`src/e2c_pkg.sv`:
```
// Shared constants, codes and types of the equirect to cube cross resampler.
// No dependencies.
package e2c_pkg;

  localparam int FACE_MAX_DEF = 32;
  localparam int CW = 28;
  localparam int ZW = 18;
  localparam int CORDIC_STEPS = 15;

  localparam logic signed [ZW-1:0] ANGLE_STEP [CORDIC_STEPS] = '{
    18'sd8192, 18'sd4836, 18'sd2555, 18'sd1297, 18'sd651, 18'sd326, 18'sd163, 18'sd81,
    18'sd41, 18'sd20, 18'sd10, 18'sd5, 18'sd3, 18'sd1, 18'sd1
  };
  localparam logic signed [ZW-1:0] QUARTER_TURN = 18'sd16384;
  localparam logic signed [CW-1:0] GAIN_X4 = 28'sd107924;

  localparam logic OP_LOAD = 1'b0;
  localparam logic OP_COMPUTE = 1'b1;

  localparam logic [2:0] FACE_XN = 3'd0;
  localparam logic [2:0] FACE_YN = 3'd1;
  localparam logic [2:0] FACE_XP = 3'd2;
  localparam logic [2:0] FACE_YP = 3'd3;
  localparam logic [2:0] FACE_ZP = 3'd4;
  localparam logic [2:0] FACE_ZN = 3'd5;

  localparam logic CFG_FACE_SIZE = 1'b0;
  localparam logic CFG_SOURCE_HEIGHT = 1'b1;

  typedef struct packed {
    logic                 valid;
    logic                 is_load;
    logic [6:0]           wx;
    logic [5:0]           wy;
    logic [31:0]          pixel;
    logic [6:0]           dest_x;
    logic [6:0]           dest_y;
    logic signed [CW-1:0] pz_s;
    logic [16:0]          theta;
  } ctx_t;

endpackage

```
`src/e2c_cordic.sv`:
```
// Pipelined vectoring CORDIC: pre-rotation stage plus one step per stage.
// Depends on e2c_pkg.
module e2c_cordic (
  input  logic                           clk,
  input  logic                           en,
  input  logic signed [e2c_pkg::CW-1:0]  vec_x,
  input  logic signed [e2c_pkg::CW-1:0]  vec_y,
  output logic signed [e2c_pkg::CW-1:0]  mag,
  output logic signed [e2c_pkg::ZW-1:0]  ang
);
  import e2c_pkg::*;

  logic signed [CW-1:0] x_r [CORDIC_STEPS+1];
  logic signed [CW-1:0] y_r [CORDIC_STEPS+1];
  logic signed [ZW-1:0] z_r [CORDIC_STEPS+1];
  logic                 zero_r [CORDIC_STEPS+1];

  always_ff @(posedge clk) begin
    if (en) begin
      zero_r[0] <= (vec_x == '0) && (vec_y == '0);
      if (vec_x < 0) begin
        if (vec_y >= 0) begin
          x_r[0] <= vec_y;
          y_r[0] <= -vec_x;
          z_r[0] <= QUARTER_TURN;
        end else begin
          x_r[0] <= -vec_y;
          y_r[0] <= vec_x;
          z_r[0] <= -QUARTER_TURN;
        end
      end else begin
        x_r[0] <= vec_x;
        y_r[0] <= vec_y;
        z_r[0] <= '0;
      end
    end
  end

  for (genvar k = 0; k < CORDIC_STEPS; k++) begin : g_step
    always_ff @(posedge clk) begin
      if (en) begin
        zero_r[k+1] <= zero_r[k];
        if (y_r[k] >= 0) begin
          x_r[k+1] <= x_r[k] + (y_r[k] >>> k);
          y_r[k+1] <= y_r[k] - (x_r[k] >>> k);
          z_r[k+1] <= z_r[k] + ANGLE_STEP[k];
        end else begin
          x_r[k+1] <= x_r[k] - (y_r[k] >>> k);
          y_r[k+1] <= y_r[k] + (x_r[k] >>> k);
          z_r[k+1] <= z_r[k] - ANGLE_STEP[k];
        end
      end
    end
  end

  assign mag = x_r[CORDIC_STEPS];
  assign ang = zero_r[CORDIC_STEPS] ? '0 : z_r[CORDIC_STEPS];

endmodule

```
`config.mk`:
```
export PLATFORM = sky130hd
export DESIGN_NAME = e2c_cordic
export DESIGN_NICKNAME = d
export VERILOG_FILES = /design/src/e2c_pkg.sv /design/src/e2c_cordic.sv
export SDC_FILE = /design/constraint.sdc
export NUM_CORES = 2
export LEC_CHECK = 0
export BUFFER_PORTS_ARGS = -buffer_cell sky130_fd_sc_hd__buf_2
export CAP_MARGIN = 5
export CORE_MARGIN = 5
export CORE_UTILIZATION = 50
export DETAILED_ROUTE_END_ITERATION = 8
export HOLD_SLACK_MARGIN = 0.08
export MAX_ROUTING_LAYER = met4
export PLACE_DENSITY = 0.69
export SLEW_MARGIN = 20
export SYNTH_ARGS = -nofsm -noshare
export SYNTH_HDL_FRONTEND = slang
export SYNTH_SLANG_ARGS = --single-unit
```
`constraint.sdc`:
```
create_clock -name clk -period 5.4 [get_ports clk]
set_input_delay 0.27 -clock clk [delete_from_list [all_inputs] [get_ports clk]]
set_output_delay 0.27 -clock clk [all_outputs]
set_load 0.01 [all_outputs]
```
==> impl_metrics.env <==
export IMPL_fmax_ghz=0.200
export IMPL_wl_per_cell_um=19.4
export IMPL_synth_xor_xnor_area_share_pct=13.0
export IMPL_postLayoutCellArea_um2=103000
export IMPL_clk_pin_slew_worst_paths_ps=60
export IMPL_io_buffer_count=102
export IMPL_rsz0062_at_grt="no"
export IMPL_core_area_um2=188000
export IMPL_async_reset_ff_share_pct=0
export IMPL_status="completed"
export IMPL_cts_buffer_depth=3
export IMPL_area_growth_syn_to_layout_pct=9.56
export IMPL_drtPass1Iterations=8
export IMPL_cts_made_buffers=135
export IMPL_grt_overflow=0
export IMPL_cp_arrival_ps=5520
export IMPL_drive_gt1_share_pct=5.32
export IMPL_fin_tns_setup_ps=0
export IMPL_cts_sinks=1099
export IMPL_synth_area_um2=94300
export IMPL_fin_crit_sh_pct=92.7
export IMPL_synth_edf_count=1099
export IMPL_synth_compound_area_share_pct=19.4
export IMPL_slowest_stage="nor3b_1"
export IMPL_min_period_ps=5010
export IMPL_grt_use_total_pct=25.1
export IMPL_synth_top_cell_by_area="edfxtp_1"
export IMPL_vias_per_cell=5.92
export IMPL_routed_wirelength_mm=250
export IMPL_synth_top_area_share_pct=35.0
export IMPL_grt_max_degree=138
export IMPL_dieArea_um2=197000
export IMPL_drtAntennaViolNets=0
export IMPL_path_class="reg -> reg"
export IMPL_die_w_um=444
export IMPL_synth_area_top_cells="edfxtp_1 35%, ha_1 14%, xnor2_1 8.8%"
export IMPL_crit_fanout=5
export IMPL_hold_class="reg -> reg"
export IMPL_place_congestion=0.942
export IMPL_slew_headroom_pct=26.4
export IMPL_hold_ws_ps=401
export IMPL_fin_skew_ps=33.7
export IMPL_rows=159
export IMPL_drv_cap=0
export IMPL_insertion_delay_ps=800
export IMPL_io_pins=104
export IMPL_cpPeakStageDelay_ps=720
export IMPL_worst_slew_pin_slew_ps=1100
export IMPL_hold_violations=0
export IMPL_cts_root_buf="clkbuf_16"
export IMPL_initial_utilization_pct=50.3
export IMPL_final_nets=11376
export IMPL_timing_final_max_slew_violations=0
export IMPL_synthAdderAreaFrac_pct=14.8
export IMPL_setup_viol=0
export IMPL_htree_levels=4
export IMPL_ys_warn_count=0
export IMPL_synth_ff_latch_count=1099
export IMPL_ctsResizeCount=0
export IMPL_ys_flop_type="edfxtp_1"
export IMPL_cts_tree="built"
export IMPL_syn_avg_cell_area_um2=9.43
export IMPL_yosysSeqAreaShare_pct=35.0
export IMPL_final_cell_mix="1099 x edfxtp_1, 1041 x ha_1, 993 x a21oi_1"
export IMPL_dpl_cell_area_um2=97900
export IMPL_grt_pass1_vias=72279
export IMPL_die_h_um=444
export IMPL_yosysUniqueCellTypes=114
export IMPL_cp_required_ps=5920
export IMPL_cp_start_kind="register"
export IMPL_final_common_cell="edfxtp_1"
export IMPL_antenna_found_initial=3
export IMPL_vias=75969
export IMPL_drc=0
export IMPL_mappedNetlistNets=11142
export IMPL_drt_iter0_drc=5751
export IMPL_syn_instance_count=9999
export IMPL_yosys_area_share_simple_pct=14.2
export IMPL_endpoint_kind="register"
export IMPL_synthMuxAreaShare_pct=0.771
export IMPL_grt_first_pass_wirelength_mm=393
export IMPL_synth_top_family_by_area="compound AO/OA/AOI/OAI gates"
export IMPL_crit_chain="nor2_1, nand4b_1, nor3_1, inv_1, nor3b_1, nor2_1, xnor2_1, ha_1, a2111oi_0, nand4_1, o211a_1, a41o_1, o41ai_1, o21ai_0, xnor2_1"
export IMPL_dp_final_hpwl_mm=198
[area by class of cell]
class | count | area, µm²
Inverter | 521 | 1960
Antenna cell | 2 | 5.00
Tap cell | 2495 | 3120
Timing Repair Buffer | 283 | 2140
Clock buffer | 154 | 3530
Fill cell | 16609 | 84300
Clock inverter | 92 | 912
Sequential cell | 1099 | 33000
Multi-Input combinational cell | 8193 | 58600
[state kept, by name, indices dropped and copies added (netlist names)]
| name | count |
|---|---|
| x_r | 448 |
| z_r | 230 |
| y_r | 405 |
| zero_r | 16 |
[repair_timing]
| item | 4_1_cts | 5_1_grt |
|---|---|---|
| hold buffers | 93 | 0 |
| setup buffers | 0 | 0 |
| hold endpoints to repair | 86 | 0 |
[kinds of logic after synthesis]
logic type,count (synthesis)
AO/OA/AOI/OAI,2876
XOR/XNOR,1398
adder cells (fa/ha/maj),1087
buffers and inverters,707
flip-flops,1099
multiplexers,69
other,1
AND/OR/NAND/NOR,2762
[metrics by stage]
step | utilization (%) | setup slack (ps) | instances
floorplan | - | 786 | 9999
global placement | 52.2 | 562 | 12498
detailed placement | 52.2 | 576 | 12498
CTS | 55.1 | 518 | 12837
global route | 55.1 | 103 | 12838
finish | 55.1 | 393 | 12839
[per-layer routing]
metal  GRT usage (%)  wire, µm  vias to the layer above  share of wire, %
li1                -         -                    37325                 -
met1            33.9    114000                    36259                46
met2            40.1    115000                     1998                46
met3            2.89     12900                      387               5.2
met4            7.39      7250                        0               2.9
met5               -         0                        -                 0
[critical path: cells and delay by family (launching register included)]
kind,cells,cell delay (ps)
and+or+nand+nor,6,1840
AOI/OAI and AO/OA,5,1680
xor gates and xnor gates,2,340
DFF,1,500
adders and majority gates,1,240
buffers and inverters,1,140
[Yosys cell counts (31+ instances only)]
cell      instances
edfxtp_1       1099
ha_1           1041
a21oi_1         993
xnor2_1         952
nor2_1          877
nand2_1         571
o21ai_0         545
inv_1           512
xor2_1          444
nor3_1          288
a21o_1          281
nand3_1         201
o21bai_1        161
o21a_1          152
clkbuf_1        151
nand2b_1        137
o31ai_1         135
nor2b_1         132
and3_1          104
or3_1            96
nor4_1           78
a211oi_1         73
o41ai_1          72
a31oi_1          67
o211ai_1         65
and2_1           53
nand4_1          47
or4_1            45
fa_1             44
mux2i_1          40
or2_2            36
a21boi_0         35
a211o_1          31
[path summary, 6_finish.rpt]
| check | startpoint | endpoint | slack, ps | depth (start not counted) |
|---|---|---|---|---|
| max reg2reg | y_r[4][6]$_DFFE_PP_ | x_r[5][27]$_DFFE_PP_ | 390 | 15 |
| min | zero_r[6]$_DFFE_PP_ | zero_r[7]$_DFFE_PP_ | 400 | 0 |
| max | y_r[4][6]$_DFFE_PP_ | x_r[5][27]$_DFFE_PP_ | 390 | 15 |
| min reg2reg | zero_r[6]$_DFFE_PP_ | zero_r[7]$_DFFE_PP_ | 400 | 0 |
Power is not shown: default switching activity piles up to over one toggle a cycle in this logic, so the estimate is an artifact.
